**config.mk**
```make
export PLATFORM = sky130hd
export DESIGN_NAME = brace_block_scanner_hash
export DESIGN_NICKNAME = d
export VERILOG_FILES = /design/src/hdl/bbsh_pkg.sv /design/src/hdl/bbsh_scan.sv /design/src/hdl/brace_block_scanner_hash.sv
export SDC_FILE = /design/constraint.sdc
export NUM_CORES = 1
export LEC_CHECK = 0
export ABC_AREA = 0
export ABC_CLOCK_PERIOD_IN_PS = 20800
export BUFFER_PORTS_ARGS = -buffer_cell sky130_fd_sc_hd__buf_2
export CAP_MARGIN = 20
export CORE_MARGIN = 5
export CORE_UTILIZATION = 50
export CTS_CLUSTER_SIZE = 40
export DETAILED_ROUTE_END_ITERATION = 10
export PLACE_DENSITY = 0.67
export SYNTH_ARGS = -nofsm -noshare
export SYNTH_HDL_FRONTEND = slang
export SYNTH_SLANG_ARGS = --single-unit
```
**constraint.sdc**
```tcl
create_clock -name clk -period 20.8 [get_ports clk]
set_clock_uncertainty 0.1 [all_clocks]
set_input_delay 4.16 -clock clk [delete_from_list [all_inputs] [get_ports clk]]
set_output_delay 4.16 -clock clk [all_outputs]
set_load 0.02 [all_outputs]
```
**src/hdl/bbsh_pkg.sv**
```systemverilog
package bbsh_pkg;

    // Storage widths of the nesting depth, the body counters, the outputs and the hash
    localparam int DEPTH_BITS = 16;
    localparam int COUNT_BITS = 32;
    localparam int OUT_BITS   = 32;
    localparam int HASH_BITS  = 64;

    localparam logic [HASH_BITS-1:0] FNV_BASIS = 64'hCBF2_9CE4_8422_2325;

    // Characters the lexer reacts to
    localparam logic [7:0] CH_NL     = 8'h0A;
    localparam logic [7:0] CH_QUOTE  = 8'h22;
    localparam logic [7:0] CH_STAR   = 8'h2A;
    localparam logic [7:0] CH_SLASH  = 8'h2F;
    localparam logic [7:0] CH_BSLASH = 8'h5C;
    localparam logic [7:0] CH_LBRACE = 8'h7B;
    localparam logic [7:0] CH_RBRACE = 8'h7D;

    typedef struct packed {
        logic                  active;
        logic [DEPTH_BITS-1:0] depth;
        logic                  in_line;
        logic                  in_block;
        logic                  in_string;
        logic                  slash_pending;
        logic [7:0]            prev_byte;
        logic [COUNT_BITS-1:0] len;
        logic [COUNT_BITS-1:0] nl;
        logic [HASH_BITS-1:0]  hash;
    } scan_state_t;

    localparam scan_state_t SCAN_CLEAR = '{
        active:        1'b0,
        depth:         '0,
        in_line:       1'b0,
        in_block:      1'b0,
        in_string:     1'b0,
        slash_pending: 1'b0,
        prev_byte:     8'h00,
        len:           '0,
        nl:            '0,
        hash:          FNV_BASIS
    };

    typedef struct packed {
        logic                 valid;
        logic                 found;
        logic [OUT_BITS-1:0]  length;
        logic [OUT_BITS-1:0]  newlines;
        logic [HASH_BITS-1:0] hash;
    } scan_result_t;

    // One FNV-1a round. Prime 0x100000001B3 = 2^40 + 2^8 + 0xB3,
    // 0xB3 = 2^7 + 2^5 + 2^4 + 2^1 + 1, so the product is a shift-add.
    function automatic logic [HASH_BITS-1:0] fnv_step(
        input logic [HASH_BITS-1:0] h,
        input logic [7:0]           c
    );
        logic [HASH_BITS-1:0] x;
        x = h ^ {{(HASH_BITS-8){1'b0}}, c};
        return (x << 40) + (x << 8) + (x << 7) + (x << 5) + (x << 4) + (x << 1) + x;
    endfunction

    // Counter to output width, saturating when the counter is wider
    function automatic logic [OUT_BITS-1:0] sat_out(input logic [COUNT_BITS-1:0] v);
        logic [COUNT_BITS-1:0] upper;
        upper = v >> OUT_BITS;
        if ((COUNT_BITS > OUT_BITS) && (upper != '0)) begin
            return '1;
        end
        return OUT_BITS'(v);
    endfunction

endpackage

```
**src/hdl/bbsh_scan.sv**
```systemverilog
module bbsh_scan
(
    input  logic                   clk,
    input  logic                   rst_n,
    input  logic                   step_en,
    input  logic [7:0]             text_byte,
    input  logic                   start_scan,
    input  logic                   end_of_text,
    output bbsh_pkg::scan_result_t res
);

    bbsh_pkg::scan_state_t st_reg;
    bbsh_pkg::scan_state_t st_next;
    bbsh_pkg::scan_state_t cur;
    bbsh_pkg::scan_state_t upd;
    logic                  closed;

    always_comb
    begin
        cur = st_reg;
        if (start_scan)
        begin
            cur        = bbsh_pkg::SCAN_CLEAR;
            cur.active = 1'b1;
        end

        upd    = cur;
        closed = 1'b0;
        res    = '0;

        if (cur.active)
        begin
            if (cur.len != '1)
            begin
                upd.len = cur.len + 1'b1;
            end
            if ((text_byte == bbsh_pkg::CH_NL) && (cur.nl != '1))
            begin
                upd.nl = cur.nl + 1'b1;
            end
            upd.hash = bbsh_pkg::fnv_step(cur.hash, text_byte);

            if (cur.in_line)
            begin
                if (text_byte == bbsh_pkg::CH_NL)
                begin
                    upd.in_line = 1'b0;
                end
            end
            else if (cur.in_block)
            begin
                if ((text_byte == bbsh_pkg::CH_SLASH) && (cur.prev_byte == bbsh_pkg::CH_STAR))
                begin
                    upd.in_block = 1'b0;
                end
            end
            else if (cur.in_string)
            begin
                if ((text_byte == bbsh_pkg::CH_QUOTE) &&
                    (cur.prev_byte != bbsh_pkg::CH_BSLASH))
                begin
                    upd.in_string = 1'b0;
                end
            end
            else if (cur.slash_pending && (text_byte == bbsh_pkg::CH_SLASH))
            begin
                upd.slash_pending = 1'b0;
                upd.in_line       = 1'b1;
            end
            else if (cur.slash_pending && (text_byte == bbsh_pkg::CH_STAR))
            begin
                upd.slash_pending = 1'b0;
                upd.in_block      = 1'b1;
            end
            else
            begin
                upd.slash_pending = 1'b0;
                case (text_byte)
                    bbsh_pkg::CH_SLASH:  upd.slash_pending = 1'b1;
                    bbsh_pkg::CH_QUOTE:  upd.in_string     = 1'b1;
                    bbsh_pkg::CH_LBRACE:
                    begin
                        if (cur.depth != '1)
                        begin
                            upd.depth = cur.depth + 1'b1;
                        end
                    end
                    bbsh_pkg::CH_RBRACE:
                    begin
                        if (cur.depth != '0)
                        begin
                            upd.depth = cur.depth - 1'b1;
                            closed    = (cur.depth == bbsh_pkg::DEPTH_BITS'(1));
                        end
                    end
                    default: ;
                endcase
            end
            upd.prev_byte = text_byte;

            if (closed)
            begin
                res.valid    = 1'b1;
                res.found    = 1'b1;
                res.length   = bbsh_pkg::sat_out(upd.len);
                res.newlines = bbsh_pkg::sat_out(upd.nl);
                res.hash     = upd.hash;
                upd          = bbsh_pkg::SCAN_CLEAR;
            end
            else if (end_of_text)
            begin
                // unmatched: all result fields stay zero
                res.valid = 1'b1;
                upd       = bbsh_pkg::SCAN_CLEAR;
            end
        end
    end

    assign st_next = step_en ? upd : st_reg;

    always_ff @(posedge clk or negedge rst_n)
    begin
        if (!rst_n)
        begin
            st_reg <= bbsh_pkg::SCAN_CLEAR;
        end
        else
        begin
            st_reg <= st_next;
        end
    end

`ifndef SYNTH
    a_modes_exclusive: assert property (@(posedge clk) disable iff (!rst_n)
        $onehot0({st_reg.in_line, st_reg.in_block, st_reg.in_string}))
        else $error("more than one lexer mode active");

    a_slash_only_in_code: assert property (@(posedge clk) disable iff (!rst_n)
        st_reg.slash_pending |-> !(st_reg.in_line || st_reg.in_block || st_reg.in_string))
        else $error("pending slash inside comment or string");

    a_result_clears: assert property (@(posedge clk) disable iff (!rst_n)
        (step_en && res.valid) |=> (!st_reg.active && (st_reg.depth == '0)))
        else $error("scan state not cleared after result");

    a_found_has_body: assert property (@(posedge clk) disable iff (!rst_n)
        (res.valid && res.found) |-> (res.length >= bbsh_pkg::OUT_BITS'(1)))
        else $error("match reported with empty body");
`endif

endmodule

```
**src/hdl/brace_block_scanner_hash.sv**
```systemverilog
// Channel | handshake             | payload
// --------+-----------------------+--------------------------------------------------
// input   | in_valid / in_stall   | text_byte, start_scan, end_of_text
// output  | out_valid / out_stall | found, body_length, body_newlines, block_hash
//
// A byte transaction is captured in the hold register; when the result register can take
// a result, the scan logic updates the state and any result lands in the output register.
// Sustained rate: one byte per cycle unless a stalled result holds the scan logic.
// Reset (rst_n low, async) clears the scan state and empties both registers.
// out_stall holds the result register; the hold register then stalls the input side.
module brace_block_scanner_hash
(
    input  logic        clk,
    input  logic        rst_n,

    input  logic        in_valid,
    output logic        in_stall,
    input  logic [7:0]  text_byte,
    input  logic        start_scan,
    input  logic        end_of_text,

    output logic        out_valid,
    input  logic        out_stall,
    output logic        found,
    output logic [31:0] body_length,
    output logic [31:0] body_newlines,
    output logic [63:0] block_hash
);

    // input hold register
    logic       hold_valid_reg;
    logic       hold_valid_next;
    logic [7:0] hold_byte_reg;
    logic       hold_start_reg;
    logic       hold_last_reg;

    // result register
    logic                   out_valid_reg;
    logic                   out_valid_next;
    bbsh_pkg::scan_result_t out_data_reg;

    bbsh_pkg::scan_result_t step_res;
    logic                   advance;
    logic                   in_take;

    // A held byte moves through the scan logic only when the result register is free
    // or is being emptied this cycle, so a result never overwrites one still waiting.
    assign advance  = hold_valid_reg && (!out_valid_reg || !out_stall);
    assign in_stall = hold_valid_reg && !advance;
    assign in_take  = in_valid && !in_stall;

    always_comb
    begin
        hold_valid_next = hold_valid_reg;
        if (in_take)
        begin
            hold_valid_next = 1'b1;
        end
        else if (advance)
        begin
            hold_valid_next = 1'b0;
        end

        out_valid_next = out_valid_reg;
        if (advance && step_res.valid)
        begin
            out_valid_next = 1'b1;
        end
        else if (out_valid_reg && !out_stall)
        begin
            out_valid_next = 1'b0;
        end
    end

    always_ff @(posedge clk or negedge rst_n)
    begin
        if (!rst_n)
        begin
            hold_valid_reg <= 1'b0;
            out_valid_reg  <= 1'b0;
        end
        else
        begin
            hold_valid_reg <= hold_valid_next;
            out_valid_reg  <= out_valid_next;
        end
    end

    always_ff @(posedge clk)
    begin
        if (in_take)
        begin
            hold_byte_reg  <= text_byte;
            hold_start_reg <= start_scan;
            hold_last_reg  <= end_of_text;
        end
        if (advance && step_res.valid)
        begin
            out_data_reg <= step_res;
        end
    end

    // Lexer, depth tracking, counters and hash
    bbsh_scan u_scan
    (
        .clk         (clk),
        .rst_n       (rst_n),
        .step_en     (advance),
        .text_byte   (hold_byte_reg),
        .start_scan  (hold_start_reg),
        .end_of_text (hold_last_reg),
        .res         (step_res)
    );

    assign out_valid     = out_valid_reg;
    assign found         = out_data_reg.found;
    assign body_length   = out_data_reg.length;
    assign body_newlines = out_data_reg.newlines;
    assign block_hash    = out_data_reg.hash;

`ifndef SYNTH
    a_stall_needs_hold: assert property (@(posedge clk) disable iff (!rst_n)
        in_stall |-> (hold_valid_reg && out_valid_reg))
        else $error("input stalled with nothing blocking");

    a_not_found_zero: assert property (@(posedge clk) disable iff (!rst_n)
        (out_valid && !found) |-> ((body_length == 32'd0) && (block_hash == 64'd0)))
        else $error("unmatched result carries data");

    a_no_overwrite: assert property (@(posedge clk) disable iff (!rst_n)
        (out_valid_reg && out_stall) |-> !(advance && step_res.valid))
        else $error("result register overwritten while stalled");
`endif

endmodule

```
After elaboration in Yosys (flattened, before gate mapping)
Cells that the tools add are included.

$add $sub $neg: 10. Eq/ne operators: 12. Multiplexer cells: 47. Bitwise logic cells: 1. Reductions and logical operators: 19.

Operator list (count): 2-to-1 mux 157 bit (4); adder 64 bit (6); 2-to-1 mux 130 bit (1); 2-to-1 mux 129 bit (1); 2-to-1 mux 16 bit (5); adder 32 x 1 -> 32 bit, second input constant (2); 2-to-1 mux 32 bit (2); inequality test 32 bit, second input constant (2); XOR 64 x 8 -> 64 bit (1); == test 8 x 6 -> 1 bit, second input constant (4); one-hot mux 16 bit (2 select lines) (1); 2-to-1 mux 1 bit (28); 2-to-1 mux 18 bit (1); 2-to-1 mux 17 bit (1); adder 16 x 1 -> 16 bit, second input constant (1); == test 16 x 1 -> 1 bit, second input constant (1); == test 8 x 7 -> 1 bit, second input constant (2); inequality test 16 bit, second input constant (1); nonzero test 16 bit (1); subtractor 16 x 1 -> 16 bit, second input constant (1); logical AND 1 bit (10); == test 8 x 4 -> 1 bit, second input constant (1); inequality test 8 x 7 -> 1 bit, second input constant (1); logical NOT 1 bit (4); 5 further kinds (7).

Register bits after elaboration: 298. Input port bits: 14. Output and inout bits: 131. Logic and storage cells: 108.

Longest topological paths before layout
Gate-level depths: netlist of the first run.

Depth after elaboration: 14. Gate-level depth with buffers: 27. Gate-level depth less buffers: 22.

By module
Synthesis of the first run repeated with hierarchy kept, for this count alone.

Cells, all modules: 2798. Area, all modules: 25273.0 um2.

Modules (own cells, without submodules): bbsh_scan (instances 1, cells each 2648, area an instance 21000.1 um2); brace_block_scanner_hash (instances 1, cells each 150, area an instance 4272.8 um2).

Worst setup path after synthesis of the first run
No wires, ideal clock.

Path kind: input-to-reg. From: input out_stall. To: register out_data_reg (netlist bit block_hash[0]) (enable). Arrival time: 10.643 ns. Data required time: 20.081 ns. Path slack: 9.437 ns. Stages: 7. Path buffers: 3. Cells stage by stage: nand2_1 > nand2_1 > or2_2 > clkbuf_1 > buf_1 > clkbuf_1 > nor2_1.

Longest elaborated chain between the ends: 4.

Ends and longest elaborated chain: from (decl) (RTL line brace_block_scanner_hash.sv:23) `input logic out_stall,`; logical NOT 1 bit (RTL line brace_block_scanner_hash.sv:48) `assign advance = hold_valid_reg && (!out_valid_reg || !out_stall);`; logical OR 1 bit (RTL line brace_block_scanner_hash.sv:48); logical AND 1 bit (RTL line brace_block_scanner_hash.sv:48); logical AND 1 bit (RTL line brace_block_scanner_hash.sv:97) `if (advance && step_res.valid)`; to (signal assigned) (RTL line brace_block_scanner_hash.sv:99) `out_data_reg <= step_res;`; to (decl) (RTL line brace_block_scanner_hash.sv:40) `bbsh_pkg::scan_result_t out_data_reg;`.

No other way between the ends. A chain may end at the register's enable or synchronous reset.

Worst setup path in the final report of the first run
From: input out_stall. To: output in_stall.

Longest elaborated chain between the ends: 5.

Ends and longest elaborated chain: logical NOT 1 bit (RTL line brace_block_scanner_hash.sv:48); logical OR 1 bit (RTL line brace_block_scanner_hash.sv:48); logical AND 1 bit (RTL line brace_block_scanner_hash.sv:48); logical NOT 1 bit (RTL line brace_block_scanner_hash.sv:49) `assign in_stall = hold_valid_reg && !advance;`; logical AND 1 bit (RTL line brace_block_scanner_hash.sv:49); to (decl) (RTL line brace_block_scanner_hash.sv:17) `output logic in_stall,`.

No other way between the ends.

==> results.md, run 1 <==
- RD Place Congestion: 0.950
- Slew @ Worst Pin: around 1100 ps
- #FFs+latches synth: roughly 300
- Largest register FFs: about 160
- Final period util: 0.425
- CTS Buf Count: 35
- Synth Warn #: 0
- Synth unique cells: 90
- DP HPWL: roughly 50000 µm
- I/O Buffers: approximately 140
- Async SR Flop Fraction: 0.534
- CTS tree: built
- Vias in the first global route: about 20k
- Antenna violations before repair: 0
- Global-route usage over all layers: 0.255
- ANT nets after route: 0
- TritonRoute pass-1 iters: 5
- Synth area leaders: fa_1, edfxtp_1, dfrtp_1
- # Post-CTS Setup Buffers: 0
- DR iter-0 viols: about 1.6k
- CTS max path bufs: 3
- Hold/Removal Path Class: register to register
- Nets@finish: 3121
- GRT Residual Overflow: 0
- Pin count of the biggest net entering global routing: a little over 70
- Minimum clock period: around 8800 ps
- Slew HR: 0.248
- Syn Nets: 3036
- Placement Rows: slightly above 80
- Mapped cell area: 25000 µm²
- Yosys top cell by area: fa_1
- Slew Viols, Final: 0
- P&R area growth vs syn: 9.79%
- Status: finished, final reports clean
- Setup crit start kind: input pin
- H-tree depth: 2
- Die width: around 230 µm
- # hold bufs at CTS: 0
- Setup TNS: 0 ps
- Clock Latency Late Sink: 560 ps
- CTS resizes: 0
- Synth Instances: ~2.7k
- Final setup viols: 0
- Share of the synthesized area in the top cell type: 0.186
- Most used DFF post-synth: edfxtp_1
- Core region area: roughly 50000 µm²
- Detailed Route WL: a little under 70000 µm
- Hold violation count in the final report: 0
- Die area: between 50000 and 60000 µm²
- # clock sinks: between 200 and 300
- Sequential area share after synthesis: 0.328
- Hold WS: between 300 and 400 ps
- Unrepaired setup endpoints after global routing: false
- Layout cell share with drive strength beyond 1: 0.107
- Via-to-Cell Ratio: 5.67
- Critical path data arrival time: roughly 4600 ps
- Worst-path fanout max: 3
- Top post-synthesis cells by count: inv_1, nand2_1, nor2_1
- Chip Height: approximately 230 µm
- Maximum clock frequency: 0.113 GHz
- DR vias: around 20k
- Setup CP Type: input pin to primary output
- Worst EP required: 16540 ps
- DRC: 0
- Fillers: between 4k and 5k
- Max-cap violations: 0
- Root Buffer: clkbuf_16
- Count leader, synth: inv_1
- WL per Instance: just under 20 µm
- Worst setup EP type: primary output
- Mapped Avg Cell Area: slightly above 9 µm²
- First-pass GRT wire length: around 110000 µm
- Worst-path clk slew: 60 ps
- Starting Density: 0.508
- # IOs: 145
- Antenna diodes: 0
- Post-synth EDFFs: roughly 140
## cells by family (layout without fill, tap and decap cells)
| group | Yosys count | after routing | synth area share |
|---|---|---|---|
| AND/OR/NAND/NOR | 822 | 822 | 0.157 |
| AO/OA/AOI/OAI | 531 | 531 | 0.133 |
| buffers and inverters | 502 | 614 | 0.0768 |
| adder cells (fa/ha/maj) | 355 | 355 | 0.247 |
| flip-flops | 298 | 298 | 0.328 |
| XOR/XNOR | 158 | 158 | 0.0554 |
| multiplexers | 5 | 5 | 0.00200 |
## through the flow
stage | util | setup slack [ps] | cell area, µm² | cells
after floorplan | - | 9440 | 25000 | 2671
after global placement | 0.534 | 11950 | 26200 | 3382
after detailed placement | 0.534 | 11970 | 26200 | 3383
after CTS | 0.558 | 11970 | 27400 | 3447
after global routing | 0.558 | 11920 | 27400 | 3447
final | 0.558 | 11970 | 27400 | 3447
## layout by cell type (no fill, tap or decap), drive strengths merged, types with 8 or more instances in the layout
| cell type | count |
|---|---|
| inv | 388 |
| nand2 | 267 |
| nor2 | 248 |
| fa | 232 |
| buf | 164 |
| o21ai | 153 |
| a21oi | 140 |
| edfxtp | 139 |
| dfrtp | 131 |
| ha | 119 |
| xnor2 | 105 |
| xor2 | 53 |
| a21o | 52 |
| nand3 | 50 |
| clkbuf | 45 |
| nor2b | 43 |
| nand4 | 37 |
| o31ai | 35 |
| a31oi | 33 |
| dfstp | 28 |
| nor3 | 27 |
| and2 | 23 |
| nand2b | 23 |
| and3 | 23 |
| or2 | 22 |
| a22o | 18 |
| nor4 | 16 |
| o21bai | 13 |
| o22ai | 13 |
| or3 | 9 |
| clkinv | 9 |
| o211ai | 8 |
## layer usage
| metal | wire (µm) | track usage | up-vias |
|---|---|---|---|
| li1 | - | - | 9055 |
| met2 | 33400 | 0.432 | 632 |
| met5 | 0 | 0 | - |
| met1 | 28700 | 0.343 | 9737 |
| met3 | 3880 | 0.0315 | 134 |
| met4 | 2510 | 0.0870 | 0 |
## final timing paths
kind                                   start            endpoint  slack (ps)  cells past startpoint
hold reg to reg            u_scan.st_reg[50]   u_scan.st_reg[50]         380                      2
min in group asynchronous              rst_n   u_scan.st_reg[24]        3530                      1
max in group asynchronous              rst_n  u_scan.st_reg[154]       15860                      2
setup reg to reg              hold_start_reg      block_hash[49]       12900                     21
setup / recovery                   out_stall            in_stall       11970                      4
hold / removal             u_scan.st_reg[50]   u_scan.st_reg[50]         380                      2
## critical path, stage by stage
cell and delay (ps):
buf_2 90, nand3_1 100, inv_1 60, buf_2 160
## layout make-up
type	instances	area (µm²)	share of cell area
multi-input combinational	1871	14900	0.543
sequential	298	8190	0.299
inverter	386	1450	0.0529
clock buffer	45	966	0.0352
timing repair buffer	164	877	0.0320
tap	664	831	0.0303
clock inverter	19	208	0.00758
Power of run 1 is not shown: default switching activity piles up to over one toggle a cycle in this logic, so the estimate is an artifact.
==> inputs of run 2 (changes only) <==
- ABC_CLOCK_PERIOD_IN_PS: 20800 -> 9000
- clock period: 20.8 -> 9 ns (I/O delays scaled with it)
==> results.md, run 2 (synthesized netlist as in run 1, its figures left out) <==
- Status: finished, final reports clean
- CTS Buf Count: 36
- First-pass GRT wire length: about 110000 µm
- Minimum clock period: between 7000 and 8000 ps
- DR vias: 19.7k
- Vias in the first global route: 20.3k
- DP HPWL: between 50000 and 60000 µm
- Slew Viols, Final: 0
- Multi-input logic area: approximately 15000 µm²
- Core region area: 49200 µm²
- Largest register FFs: 157
- Max-cap violations: 0
- CTS tree: built
- Maximum clock frequency: 0.138 GHz
- TritonRoute pass-1 iters: 5
- Slew @ Worst Pin: approximately 1100 ps
- Global-route usage over all layers: 0.258
- Hold/Removal Path Class: register to register
- H-tree depth: 2
- Final setup viols: 0
- ANT nets after route: 0
- # clock sinks: 298
- I/O Buffers: about 140
- Crit path largest cell delay: ~800 ps
- Most frequent CP cell: nor2_1
- Detailed Route WL: between 60000 and 70000 µm
- Worst path cell trace: buf_4, nor2_1, xnor2_1, and2_1, nor2_1, xnor2_1, fa_1, inv_1, fa_1, inv_1, ha_1, ha_1, o211ai_1, a21oi_1, o21ai_0, a31oi_1, a41oi_1, o31ai_1, a21boi_0, xor2_1, nor2_1
- Crit path buf inv count: 3
- Hold violation count in the final report: 0
- Setup TNS: 0 ps
- Antenna violations before repair: 0
- Unrepaired setup endpoints after global routing: false
- Layout cell share with drive strength beyond 1: 0.106
- Pre-CTS worst setup slack: 1900 ps
- Chip Height: 233 µm
- Via-to-Cell Ratio: approximately 5.7
- Commonest non-fill, non-tap cells in the layout: inv_1, nand2_1, nor2_1, fa_1, o21ai_0
- Die width: 233 µm
- # IOs: 145
- Setup crit start kind: register
- Worst setup EP type: register
- RD Place Congestion: slightly above 1
- # Post-CTS Setup Buffers: 0
- Setup CP Type: register to register
- # hold bufs at CTS: 0
- Worst EP required: around 9200 ps
- DR iter-0 viols: approximately 1.7k
- Placement Rows: ~80
- Antenna diodes: 0
- P&R area growth vs syn: 9.76%
- CTS max path bufs: 3
- Starting Density: 0.508
- GRT Residual Overflow: 0
- Pin count of the biggest net entering global routing: 77
- Slew HR: 0.260
- Root Buffer: clkbuf_16
- Worst-path clk slew: ~60 ps
- Fillers: between 4k and 5k
- Clock Latency Late Sink: between 500 and 600 ps
- Nets@finish: roughly 3.1k
- DRC: 0
- Final worst setup slack: about 1700 ps
- Die area: approximately 55000 µm²
- Worst-path fanout max: between 60 and 70
- Final period util: 0.807
- CP max-delay cell: o31ai_1
- Register Area: 8190 µm²
- WL per Instance: 20.2 µm
- Most common cell after layout, fill and taps aside: inv_1
- CTS resizes: 0
- Critical path data arrival time: around 7400 ps
- Cell family contributing the most delay on the critical path: compound AO/OA/AOI/OAI gates
[run 2: cell types whose count changed in the layout (fill, tap and decap cells not counted)]
cell,change
clkinv_2,-2
clkinv_1,+1
clkbuf_1,+1
clkbuf_16,-1
clkinvlp_4,-2
inv_6,+3
clkinv_4,+1
[run 2: metal layers]
layer  GRT usage  up-vias  part of all wire
met2       0.440      694              0.49
li1            -     9072                 -
met4      0.0844        0             0.033
met1       0.341     9782              0.42
met3      0.0377      145             0.060
met5           0        -                 0
[run 2: worst paths after layout]
path,end,slack (ps),cells after the start,start
max,block_hash[49],1740,21,hold_start_reg
min,u_scan.st_reg[45],380,2,u_scan.st_reg[45]
max reg2reg,block_hash[49],1740,21,hold_start_reg
min reg2reg,u_scan.st_reg[45],380,2,u_scan.st_reg[45]
max in group asynchronous,u_scan.st_reg[69],6450,2,rst_n
min in group asynchronous,u_scan.st_reg[20],1110,1,rst_n
[run 2: worst register-to-register path, cell delays in order (launching register included)]
cell and delay (ps):
edfxtp_1 380, buf_4 610, nor2_1 150, xnor2_1 700
and2_1 290, nor2_1 120, xnor2_1 150, fa_1 490
inv_1 50, fa_1 490, inv_1 50, ha_1 280
ha_1 350, o211ai_1 110, a21oi_1 240, o21ai_0 240
a31oi_1 480, a41oi_1 390, o31ai_1 800, a21boi_0 240
xor2_1 230, nor2_1 60
[run 2: area by class of cell]
cell class	instances	area share
clock inverters	20	0.00808
inverters	386	0.0529
repair buffers	164	0.0320
well taps	664	0.0303
multi-input cells	1871	0.544
clock buffers	45	0.0345
flip-flops and latches	298	0.299
[run 2: through the flow]
stage | utilization | cells | hold slack [ps] | instance area, µm²
CTS | 0.558 | 3448 | 381 | 27400
global placement | 0.534 | 3383 | 360 | 26200
floorplan | - | 2671 | 341 | 25000
detailed placement | 0.534 | 3383 | 369 | 26200
global route | 0.558 | 3448 | 399 | 27400
finish | 0.558 | 3448 | 381 | 27400
Power of run 2 is left out for the same reason.
==> inputs of run 3 (changes only) <==
- ABC_CLOCK_PERIOD_IN_PS: 9000 -> 7100
- clock period: 9 -> 7.1 ns (I/O delays scaled with it)
==> results.md, run 3 (synthesized netlist as in run 1, its figures left out) <==
- DR iter-0 viols: ~1.6k
- CTS tree: built
- Worst EP required: 7290 ps
- Final period util: 0.929
- Met2 usage: 0.442
- Largest register FFs: 157
- Max-cap violations: 0
- Root Buffer: clkbuf_16
- Minimum clock period: 6600 ps
- Worst-path clk slew: 60 ps
- Detailed Route WL: around 71000 µm
- Final setup viols: 0
- # clock sinks: just under 300
- Setup TNS: 0 ps
- Placement Rows: between 80 and 90
- TritonRoute pass-1 iters: 7
- Nets@finish: 3137
- Status: finished, final reports clean
- CTS max path bufs: 3
- Met1 GRT Util: 0.352
- Via-to-Cell Ratio: roughly 5.7
- DRC: 0
- Starting Density: 0.508
- GR Layer Usage met3: 0.0299
- GRT Residual Overflow: 0
- ANT nets after route: 0
- Die area: roughly 55000 µm²
- Unrepaired setup endpoints after global routing: false
- WL per Instance: just over 20 µm
- RD Place Congestion: 0.971
- Final worst setup slack: slightly above 500 ps
- Hold violation count in the final report: 0
- Busiest layer in global routing: met2
- Vias in the first global route: 20.1k
- Clock Latency Late Sink: roughly 560 ps
- # IOs: 145
- DP HPWL: between 50000 and 60000 µm
- Slew HR: 0.238
- Chip Height: about 230 µm
- Core region area: around 49000 µm²
- HP Start: u_scan.st_reg[60]
- Worst-path fanout max: 23
- I/O Buffers: between 100 and 150
- Die width: 233 µm
- # Post-CTS Setup Buffers: 0
- DR vias: roughly 20k
- P&R area growth vs syn: 10.7%
- Antenna diodes: 0
- H-tree depth: 2
- CTS Buf Count: 36
- Hold/Removal Path Class: register to register
- Critical path data arrival time: between 6000 and 7000 ps
- CP startpoint: hold_start_reg
- Pin count of the biggest net entering global routing: approximately 130
- First-pass GRT wire length: approximately 110000 µm
- Setup CP Type: register to register
- Worst setup EP type: register
- Slew @ Worst Pin: 1140 ps
- Pre-CTS worst setup slack: between 500 and 600 ps
- FF-to-FF setup slack: 500 ps
- Commonest non-fill, non-tap cells in the layout: inv_1, nand2_1, nor2_1, fa_1, o21ai_0
- Layout cell share with drive strength beyond 1: 0.111
- Setup crit start kind: register
- Slew Viols, Final: 0
- Global-route usage over all layers: 0.264
- Antenna violations before repair: 0
- Worst r2r src: hold_start_reg
- Maximum clock frequency: roughly 0.15 GHz
- Most common cell after layout, fill and taps aside: inv_1
[run 3: layout make-up]
cell class / instances / area, µm²
clock buffers: 45 / 987
fillers: 4373 / 21500
repair buffers: 179 / 1030
multi-input cells: 1871 / 14900
inverters: 386 / 1450
well taps: 664 / 831
flip-flops and latches: 298 / 8190
clock inverters: 21 / 259
[run 3: final timing paths]
path / endpoint / depth (start not counted)
worst max-delay path: block_hash[60] / 19
max in group asynchronous: u_scan.st_reg[78] / 2
worst min register to register: u_scan.st_reg[60] / 2
worst min-delay path: u_scan.st_reg[60] / 2
min in group asynchronous: u_scan.st_reg[29] / 1
worst max register to register: block_hash[60] / 19
[run 3: per-stage QoR]
step           instances  utilization  hold WS (ps)  cell area [µm²]
6_report            3464        0.562           378            27600
5_1_grt             3464        0.562           413            27600
4_1_cts             3464        0.562           381            27600
3_5_place_dp        3398        0.537           366            26400
3_3_place_gp        3398        0.537           361            26400
2_1_floorplan       2671            -           341            25000
[run 3: timing repair]
item / in CTS / in global routing
endpoints found under the setup margin: 0 / 1
hold buffers: 0 / 0
gates resized for setup: 0 / 1
[run 3: critical path: stages (launching register included)]
cell	delay [ps]
edfxtp_1	400
buf_4	240
nor2_1	610
inv_1	330
fa_1	580
fa_1	560
inv_1	50
fa_1	470
inv_1	50
ha_1	170
ha_1	400
a21o_1	250
a31o_2	230
a2111oi_0	650
o22ai_1	200
o211ai_1	250
o2111ai_1	210
a41oi_1	300
xor2_1	200
nor2_1	50
[run 3: layer usage]
metal  routed length (µm)  vias to the layer above
met2                34300                      633
met1                29800                     9880
met3                 3620                      170
li1                     -                     9102
met5                    0                        -
met4                 3320                        0
Power of run 3 is left out for the same reason.
